--- config.mk ---
export PLATFORM = sky130hd
export DESIGN_NAME = polynomial_horner_evaluator_top_flat
export DESIGN_NICKNAME = d
export VERILOG_FILES = /design/src/rtl/core/phe_pkg.sv /design/src/rtl/core/phe_if.sv /design/src/rtl/core/phe_dp.sv /design/src/rtl/core/phe_ctrl.sv /design/src/rtl/core/polynomial_horner_evaluator_top.sv /design/src/flat_wrapper.sv
export SDC_FILE = /design/constraint.sdc
export NUM_CORES = 2
export LEC_CHECK = 0
export ABC_CLOCK_PERIOD_IN_PS = 13000
export BUFFER_PORTS_ARGS = -buffer_cell sky130_fd_sc_hd__buf_2
export CAP_MARGIN = 20
export CORE_MARGIN = 2
export CORE_UTILIZATION = 50
export CTS_BUF_LIST = sky130_fd_sc_hd__clkbuf_4 sky130_fd_sc_hd__clkbuf_8
export CTS_CLUSTER_SIZE = 40
export DETAILED_ROUTE_END_ITERATION = 16
export GPL_ROUTABILITY_DRIVEN = 0
export HOLD_SLACK_MARGIN = 0.15
export PLACE_DENSITY = 0.66
export SLEW_MARGIN = 20
export SYNTH_ARGS = -nofsm -noshare
export SYNTH_HDL_FRONTEND = slang
export SYNTH_SLANG_ARGS = --single-unit
--- constraint.sdc ---
create_clock -name clk -period 13 [get_ports clk]
set_input_delay 2.6 -clock clk [delete_from_list [all_inputs] [get_ports clk]]
set_output_delay 2.6 -clock clk [all_outputs]
set_load 0.005 [all_outputs]
--- src/rtl/core/phe_pkg.sv ---
// Shared widths, register indexes and control structs for the Horner evaluator.
package phe_pkg;

  localparam int DATA_W    = 32;
  localparam int PROD_W    = 2 * DATA_W;
  localparam int DEG_W     = 3;
  localparam int CFG_IDX_W = 3;

  localparam int FRAC_BITS_DEF  = 16;
  localparam int MAX_DEGREE_DEF = 6;

  // Register indexes on the configuration channel
  localparam logic [CFG_IDX_W-1:0] REG_DEGREE = CFG_IDX_W'(0);
  localparam logic [CFG_IDX_W-1:0] REG_COEF0  = CFG_IDX_W'(1);

  localparam logic signed [DATA_W-1:0] DATA_MAX = {1'b0, {(DATA_W-1){1'b1}}};
  localparam logic signed [DATA_W-1:0] DATA_MIN = {1'b1, {(DATA_W-1){1'b0}}};

  // Controller to datapath commands
  typedef struct packed {
    logic load;   // capture point, seed accumulator with the top coefficient
    logic mul;    // register acc * x
    logic add;    // shift, saturate, add next coefficient
    logic emit;   // load the output register
  } cmd_t;

  // Datapath to controller status
  typedef struct packed {
    logic idx_zero;  // no coefficients left to fold in
  } sts_t;

endpackage

--- src/rtl/core/phe_if.sv ---
// Channel interfaces: points in, results out, configuration writes.
interface phe_point_if;
  logic                                   valid;
  logic                                   ready;
  logic signed [phe_pkg::DATA_W-1:0]      point;
  modport source (output valid, output point, input ready);
  modport sink   (input valid, input point, output ready);
endinterface

interface phe_result_if;
  logic                                   valid;
  logic                                   ready;
  logic signed [phe_pkg::DATA_W-1:0]      value;
  logic                                   overflow;
  modport source (output valid, output value, output overflow, input ready);
  modport sink   (input valid, input value, input overflow, output ready);
endinterface

interface phe_cfg_if;
  logic                                   valid;
  logic                                   ready;
  logic [phe_pkg::CFG_IDX_W-1:0]          index;
  logic [phe_pkg::DATA_W-1:0]             data;
  modport source (output valid, output index, output data, input ready);
  modport sink   (input valid, input index, input data, output ready);
endinterface

--- src/rtl/core/phe_dp.sv ---
// Datapath: configuration registers, accumulator, shared multiplier and saturating adder.
module phe_dp #(
  parameter int FRAC_BITS  = phe_pkg::FRAC_BITS_DEF,
  parameter int MAX_DEGREE = phe_pkg::MAX_DEGREE_DEF
) (
  input  logic                                  clk,
  input  logic                                  rst,
  input  logic                                  cfg_we,
  input  logic [phe_pkg::CFG_IDX_W-1:0]         cfg_index,
  input  logic [phe_pkg::DATA_W-1:0]            cfg_data,
  input  logic signed [phe_pkg::DATA_W-1:0]     point_in,
  input  phe_pkg::cmd_t                         cmd,
  output phe_pkg::sts_t                         sts,
  output logic signed [phe_pkg::DATA_W-1:0]     value,
  output logic                                  overflow
);

  localparam int COEF_N = MAX_DEGREE + 1;
  localparam int CI_W   = (COEF_N > 1) ? $clog2(COEF_N) : 1;
  localparam logic [phe_pkg::DEG_W-1:0] DEG_CAP = phe_pkg::DEG_W'(MAX_DEGREE);
  localparam logic signed [phe_pkg::PROD_W-1:0] WIDE_MAX =
    phe_pkg::PROD_W'(phe_pkg::DATA_MAX);
  localparam logic signed [phe_pkg::PROD_W-1:0] WIDE_MIN =
    phe_pkg::PROD_W'(phe_pkg::DATA_MIN);

  logic [phe_pkg::DEG_W-1:0]              degree;
  logic signed [phe_pkg::DATA_W-1:0]      coef [COEF_N];
  logic signed [phe_pkg::DATA_W-1:0]      x;
  logic signed [phe_pkg::DATA_W-1:0]      acc;
  logic signed [phe_pkg::PROD_W-1:0]      prod;
  logic [phe_pkg::DEG_W-1:0]              idx;
  logic                                   ovf;

  logic [phe_pkg::DEG_W-1:0]              deg_eff;
  logic [phe_pkg::DEG_W-1:0]              idx_m1;
  logic [phe_pkg::DEG_W-1:0]              sel;
  logic signed [phe_pkg::DATA_W-1:0]      coef_rd;
  logic signed [phe_pkg::PROD_W-1:0]      shifted;
  logic                                   prod_ovf;
  logic signed [phe_pkg::DATA_W-1:0]      prod_sat;
  logic signed [phe_pkg::DATA_W:0]        sum;
  logic                                   sum_ovf;
  logic signed [phe_pkg::DATA_W-1:0]      acc_next;

  assign deg_eff = (degree > DEG_CAP) ? DEG_CAP : degree;
  assign idx_m1  = idx - 1'b1;
  assign sel     = cmd.load ? deg_eff : idx_m1;
  assign coef_rd = (sel <= DEG_CAP) ? coef[sel[CI_W-1:0]] : '0;

  // Floor shift, then clamp the product to the data range
  assign shifted  = prod >>> FRAC_BITS;
  assign prod_ovf = (shifted > WIDE_MAX) || (shifted < WIDE_MIN);
  always_comb begin
    if (shifted > WIDE_MAX) begin
      prod_sat = phe_pkg::DATA_MAX;
    end else if (shifted < WIDE_MIN) begin
      prod_sat = phe_pkg::DATA_MIN;
    end else begin
      prod_sat = shifted[phe_pkg::DATA_W-1:0];
    end
  end

  assign sum     = {prod_sat[phe_pkg::DATA_W-1], prod_sat} +
                   {coef_rd[phe_pkg::DATA_W-1], coef_rd};
  assign sum_ovf = sum[phe_pkg::DATA_W] != sum[phe_pkg::DATA_W-1];
  always_comb begin
    if (!sum_ovf) begin
      acc_next = sum[phe_pkg::DATA_W-1:0];
    end else if (sum[phe_pkg::DATA_W]) begin
      acc_next = phe_pkg::DATA_MIN;
    end else begin
      acc_next = phe_pkg::DATA_MAX;
    end
  end

  assign sts.idx_zero = (idx == '0);

  // Configuration registers; indexes past the stored coefficients are dropped
  always_ff @(posedge clk) begin
    if (rst) begin
      degree <= '0;
      for (int k = 0; k < COEF_N; k++) begin
        coef[k] <= '0;
      end
    end else if (cfg_we) begin
      if (cfg_index == phe_pkg::REG_DEGREE) begin
        degree <= cfg_data[phe_pkg::DEG_W-1:0];
      end
      for (int k = 0; k < COEF_N; k++) begin
        if (cfg_index == phe_pkg::REG_COEF0 + phe_pkg::CFG_IDX_W'(k)) begin
          coef[k] <= cfg_data;
        end
      end
    end
  end

  always_ff @(posedge clk) begin
    if (cmd.load) begin
      x   <= point_in;
      acc <= coef_rd;
      idx <= deg_eff;
      ovf <= 1'b0;
    end
    if (cmd.mul) begin
      prod <= acc * x;
    end
    if (cmd.add) begin
      acc <= acc_next;
      idx <= idx_m1;
      ovf <= ovf | prod_ovf | sum_ovf;
    end
    if (cmd.emit) begin
      value    <= acc;
      overflow <= ovf;
    end
  end

endmodule

--- src/rtl/core/phe_ctrl.sv ---
// Controller: sequences load, multiply and add steps and owns the output valid.
module phe_ctrl (
  input  logic          clk,
  input  logic          rst,
  input  logic          in_valid,
  output logic          in_ready,
  output logic          out_valid,
  input  logic          out_ready,
  input  phe_pkg::sts_t sts,
  output phe_pkg::cmd_t cmd
);

  typedef enum logic [1:0] {
    S_IDLE,
    S_STEP,
    S_ADD,
    S_DONE
  } state_t;

  state_t state;

  assign in_ready = (state == S_IDLE);
  assign cmd.load = in_valid && in_ready;
  assign cmd.mul  = (state == S_STEP) && !sts.idx_zero;
  assign cmd.add  = (state == S_ADD);
  assign cmd.emit = (state == S_DONE) && (!out_valid || out_ready);

  always_ff @(posedge clk) begin
    if (rst) begin
      state     <= S_IDLE;
      out_valid <= 1'b0;
    end else begin
      if (cmd.emit) begin
        out_valid <= 1'b1;
      end else if (out_ready) begin
        out_valid <= 1'b0;
      end
      case (state)
        S_IDLE: begin
          if (cmd.load) begin
            state <= S_STEP;
          end
        end
        S_STEP: begin
          state <= sts.idx_zero ? S_DONE : S_ADD;
        end
        S_ADD: begin
          state <= S_STEP;
        end
        S_DONE: begin
          if (cmd.emit) begin
            state <= S_IDLE;
          end
        end
        default: begin
          state <= S_IDLE;
        end
      endcase
    end
  end

endmodule

--- src/rtl/core/polynomial_horner_evaluator_top.sv ---
// Top level of the fixed-point Horner polynomial evaluator.
//
//   channel   dir  word contents                 accepted when
//   points    in   point (signed Q16.16)         points.valid && points.ready
//   results   out  value (signed), overflow      results.valid && results.ready
//   cfg       in   index, data                   cfg.valid && cfg.ready
//
// A point is evaluated in n coefficient steps, with n the effective degree (degree
// clamped to MAX_DEGREE): each step multiplies on the shared 32x32 multiplier, then
// shifts, saturates and adds. One point is evaluated at a time.
// The result sits in an output register; a stalled result holds the last step only
// until the register frees, then the next point is taken.
// rst is synchronous, active high: degree and all coefficients clear to zero.
// cfg is always ready; write it only while no point is in flight.
module polynomial_horner_evaluator_top #(
  parameter int FRAC_BITS  = phe_pkg::FRAC_BITS_DEF,
  parameter int MAX_DEGREE = phe_pkg::MAX_DEGREE_DEF
) (
  input  logic        clk,
  input  logic        rst,
  phe_point_if.sink   points,
  phe_result_if.source results,
  phe_cfg_if.sink     cfg
);

  phe_pkg::cmd_t cmd;
  phe_pkg::sts_t sts;

  // Registers take every write offered
  assign cfg.ready = 1'b1;

  phe_ctrl u_ctrl (
    .clk       (clk),
    .rst       (rst),
    .in_valid  (points.valid),
    .in_ready  (points.ready),
    .out_valid (results.valid),
    .out_ready (results.ready),
    .sts       (sts),
    .cmd       (cmd)
  );

  phe_dp #(
    .FRAC_BITS  (FRAC_BITS),
    .MAX_DEGREE (MAX_DEGREE)
  ) u_dp (
    .clk       (clk),
    .rst       (rst),
    .cfg_we    (cfg.valid && cfg.ready),
    .cfg_index (cfg.index),
    .cfg_data  (cfg.data),
    .point_in  (points.point),
    .cmd       (cmd),
    .sts       (sts),
    .value     (results.value),
    .overflow  (results.overflow)
  );

`ifndef NO_ASSERTIONS
  // At most one datapath command per cycle
  a_cmd_onehot: assert property (@(posedge clk) disable iff (rst)
    $onehot0(cmd))
    else $error("more than one datapath command at once");

  // An add always consumes the product registered the cycle before
  a_add_after_mul: assert property (@(posedge clk) disable iff (rst)
    cmd.add |-> $past(cmd.mul))
    else $error("add without a preceding multiply");

  // Never overwrite a result that is still waiting
  a_emit_free: assert property (@(posedge clk) disable iff (rst)
    cmd.emit |-> (!results.valid || results.ready))
    else $error("result register overwritten while stalled");

  // No new point while a result is being produced
  a_no_load_busy: assert property (@(posedge clk) disable iff (rst)
    (cmd.mul || cmd.add) |=> !cmd.load)
    else $error("point accepted during an evaluation");
`endif

endmodule
--- src/flat_wrapper.sv ---
// flat-port wrapper written by rule: the top's interface ports become plain ports
module polynomial_horner_evaluator_top_flat 
#(
  parameter int FRAC_BITS  = phe_pkg::FRAC_BITS_DEF,
  parameter int MAX_DEGREE = phe_pkg::MAX_DEGREE_DEF
)
  (clk, rst, points_valid, points_point, points_ready, results_valid, results_value, results_overflow, results_ready, cfg_valid, cfg_index, cfg_data, cfg_ready);
  phe_point_if points_i ();
  phe_result_if results_i ();
  phe_cfg_if cfg_i ();
  input  logic clk;
  input  logic rst;
  input wire logic [$bits(points_i.valid)-1:0] points_valid;
  input wire logic [$bits(points_i.point)-1:0] points_point;
  output wire logic [$bits(points_i.ready)-1:0] points_ready;
  output wire logic [$bits(results_i.valid)-1:0] results_valid;
  output wire logic [$bits(results_i.value)-1:0] results_value;
  output wire logic [$bits(results_i.overflow)-1:0] results_overflow;
  input wire logic [$bits(results_i.ready)-1:0] results_ready;
  input wire logic [$bits(cfg_i.valid)-1:0] cfg_valid;
  input wire logic [$bits(cfg_i.index)-1:0] cfg_index;
  input wire logic [$bits(cfg_i.data)-1:0] cfg_data;
  output wire logic [$bits(cfg_i.ready)-1:0] cfg_ready;
  assign points_i.valid = points_valid;
  assign points_i.point = points_point;
  assign points_ready = points_i.ready;
  assign results_valid = results_i.valid;
  assign results_value = results_i.value;
  assign results_overflow = results_i.overflow;
  assign results_i.ready = results_ready;
  assign cfg_i.valid = cfg_valid;
  assign cfg_i.index = cfg_index;
  assign cfg_i.data = cfg_data;
  assign cfg_ready = cfg_i.ready;
  polynomial_horner_evaluator_top #(.FRAC_BITS(FRAC_BITS), .MAX_DEGREE(MAX_DEGREE)) u_core (.clk(clk), .rst(rst), .points(points_i), .results(results_i), .cfg(cfg_i));
endmodule
==> impl_metrics.json <==
{
  "status": "completed",
  "drive_gt1_share_pct": 7.41,
  "max_freq_mhz": 114,
  "antenna_found_initial": 6,
  "area_delta_synth_final_pct": 6.23,
  "grt_overflow": 0,
  "io_pins": 108,
  "fin_crit_ns": 8.77,
  "drc": 0,
  "antenna_left": 0,
  "end_kind": "flop",
  "die_x_um": 329,
  "synth_top_area_cell": "fa_1",
  "grt_max_degree": 65,
  "syn-cell-area_um2": 52800,
  "maxCapViolCount": 0,
  "hpwlAfterDp_um": 97300,
  "drt-initial-drc-count": 2157,
  "postSynthAreaPerCell_um2": 10.3,
  "yosysMostFrequentCell": "fa_1",
  "wire_per_inst_um": 19.6,
  "h-tree-depth": 3,
  "crit_type": "flop to flop",
  "cts_resized": 0,
  "setup_viol": 0,
  "ys.flop_type": "edfxtp_1",
  "grt.total_usage_pct": 25.2,
  "startpoint_type": "flop",
  "yosysUniqueCellTypes": 78,
  "cts_tree": "yes",
  "slew_headroom_pct": 27.6,
  "utilization_pct": 53.4,
  "cts_buffer_depth": 3,
  "grt_pass1_wl_um": 212000,
  "cp_data_arrival_time_ns": 9.20,
  "firstDrtPassIters": 5,
  "ys_top_cells_by_area": "fa_1, edfxtp_1, inv_1",
  "netlist_top_cells_count": "fa_1, inv_1, nand2_1",
  "initial_core_util_pct": 50.3,
  "synth_cells": 5100,
  "port_buffers": 106,
  "clk_pin_slew_ns": 0.06,
  "wirelength_um": 128000,
  "cp_max_fo": 23,
  "die_area_um2": 108000,
  "clock-sinks": 379,
  "routed_via_density": 5.34,
  "die_h_um": 329,
  "post_cts_buffers": 0,
  "synthArstFlopShare_pct": 0,
  "fin_crit_sh_pct": 67.5,
  "worstPathRequired_ns": 13.43,
  "setup_tns_ns": 0,
  "reg2reg_depth": 27,
  "core_region_area_um2": 105000,
  "grt_pass1_vias": 38800,
  "hold_viol_final": 0,
  "nNetsFinal": 6462,
  "rows": 119,
  "r2r_setup_slack_ns": 4.23,
  "synth_edf_count": 373,
  "worstHoldPathCells": 2,
  "num_vias": 34900,
  "finalMaxSlewViolations": 0,
  "synth_seq_cells": 379,
  "worstSkewPairLatency_ns": 0.72,
  "synth_seq_area_share_pct": 21.5,
  "netlist.area_leader.share_pct": 41.0,
  "syn_nets": 6468,
  "hold_path_class": "flop to flop",
  "cts-root-buf": "clkbuf_8",
  "worst_pin_slew_ns": 1.09,
  "rsz0062_at_grt": "false",
  "cts_made_buffers": 71,
  "ctsHoldBuffers": 0,
  "skew_ns": 0.0707,
  "ys_warn_count": 0
}
## final cells by class
cell class                 instances  area [µm²]
multi-input combinational       3422       36600
sequential                       379       11300
clock buffer                      88        1100
antenna                            3        7.51
tap                             1391        1740
inverter                        1029        3860
timing repair buffer             191        1180
clock inverter                    35         256
fill                            9293       48900
## worst paths after layout
| path | from | end |
|---|---|---|
| max | u_core.u_dp.x[6] | u_core.u_dp.prod[63] |
| min | u_core.u_dp.degree[0] | u_core.u_dp.degree[0] |
| max reg2reg | u_core.u_dp.x[6] | u_core.u_dp.prod[63] |
| min reg2reg | u_core.u_dp.degree[0] | u_core.u_dp.degree[0] |
## through the flow
stage	cells	cell area (µm²)	worst slack [ns]	hold WS (ns)
after floorplan	5100	52800	5.16	0.427
after global placement	6410	54700	3.77	0.475
after detailed placement	6410	54700	3.64	0.487
after CTS	6533	56000	3.81	0.503
after global routing	6537	56100	3.74	0.514
final	6538	56100	4.23	0.499
## per-layer routing
metal	up-vias	global-route usage, %	routed length [µm]
met5	-	0	27
met4	4	5.86	2620
met3	187	3.81	7730
met2	990	41.7	62400
met1	18300	35.2	55600
li1	15500	-	-
## worst max-delay path: stages, from the launching register on
cell and delay [ns]:
edfxtp_1 0.58, buf_8 0.25, nand2_1 0.11, inv_1 0.07
fa_1 0.61, inv_1 0.14, fa_1 0.45, inv_1 0.24
fa_1 0.52, fa_1 0.93, inv_1 0.42, fa_1 0.58
inv_1 0.05, fa_1 0.54, inv_1 0.05, fa_1 0.39
fa_1 0.54, inv_1 0.04, ha_1 0.38, a21o_1 0.21
a21o_1 0.17, a21oi_1 0.30, o21ai_0 0.13, a21oi_1 0.15
o21bai_1 0.07, a211oi_1 0.24, o31ai_1 0.12, xnor2_1 0.14
## cells by family (layout without fill, tap and decap cells)
| logic type | Yosys count | after routing | synth area share (%) |
|---|---|---|---|
| and+or+nand+nor | 1555 | 1555 | 14.3 |
| adders and majority gates | 1300 | 1300 | 46.2 |
| buffers and inverters | 1299 | 1343 | 9.35 |
| AOI/OAI and AO/OA | 401 | 401 | 4.96 |
| DFF | 379 | 379 | 21.5 |
| muxes | 85 | 85 | 2.41 |
| xor gates and xnor gates | 80 | 80 | 1.33 |
| other | 1 | 4 | 0.00711 |
## cells in the final DEF, fill, tap and decap left out, drive strengths merged, types with 8 or more instances in the layout
cell type,count
o21bai,17
nor2b,38
mux4,32
nand2b,54
inv,1036
a21o,75
nor2,278
buf,191
and2,507
and3,9
edfxtp,373
nand2,587
clkbuf,88
clkinv,24
a21oi,120
nand4,19
nor3,18
nand3,19
ha,214
nor4,8
a211oi,8
mux2i,38
fa,1082
o21a,11
o21ai,96
xor2,34
a31oi,9
xnor2,46
mux2,15
a22o,8
## state kept, by name, indices dropped and copies added, names as in the netlist
signal	flops
u_core.u_dp.overflow	1
u_core.u_dp.degree	3
u_core.u_dp.value	32
u_core.u_ctrl.out_valid	1
u_core.u_dp.idx	3
u_core.u_dp.coef	224
u_core.u_dp.ovf	1
u_core.u_dp.x	32
u_core.u_dp.acc	32
u_core.u_dp.prod	48
u_core.u_ctrl.state	2
Power is left out: the tool's default activity adds up to more than one toggle a clock period on the data nets, which glitch-free logic cannot reach.
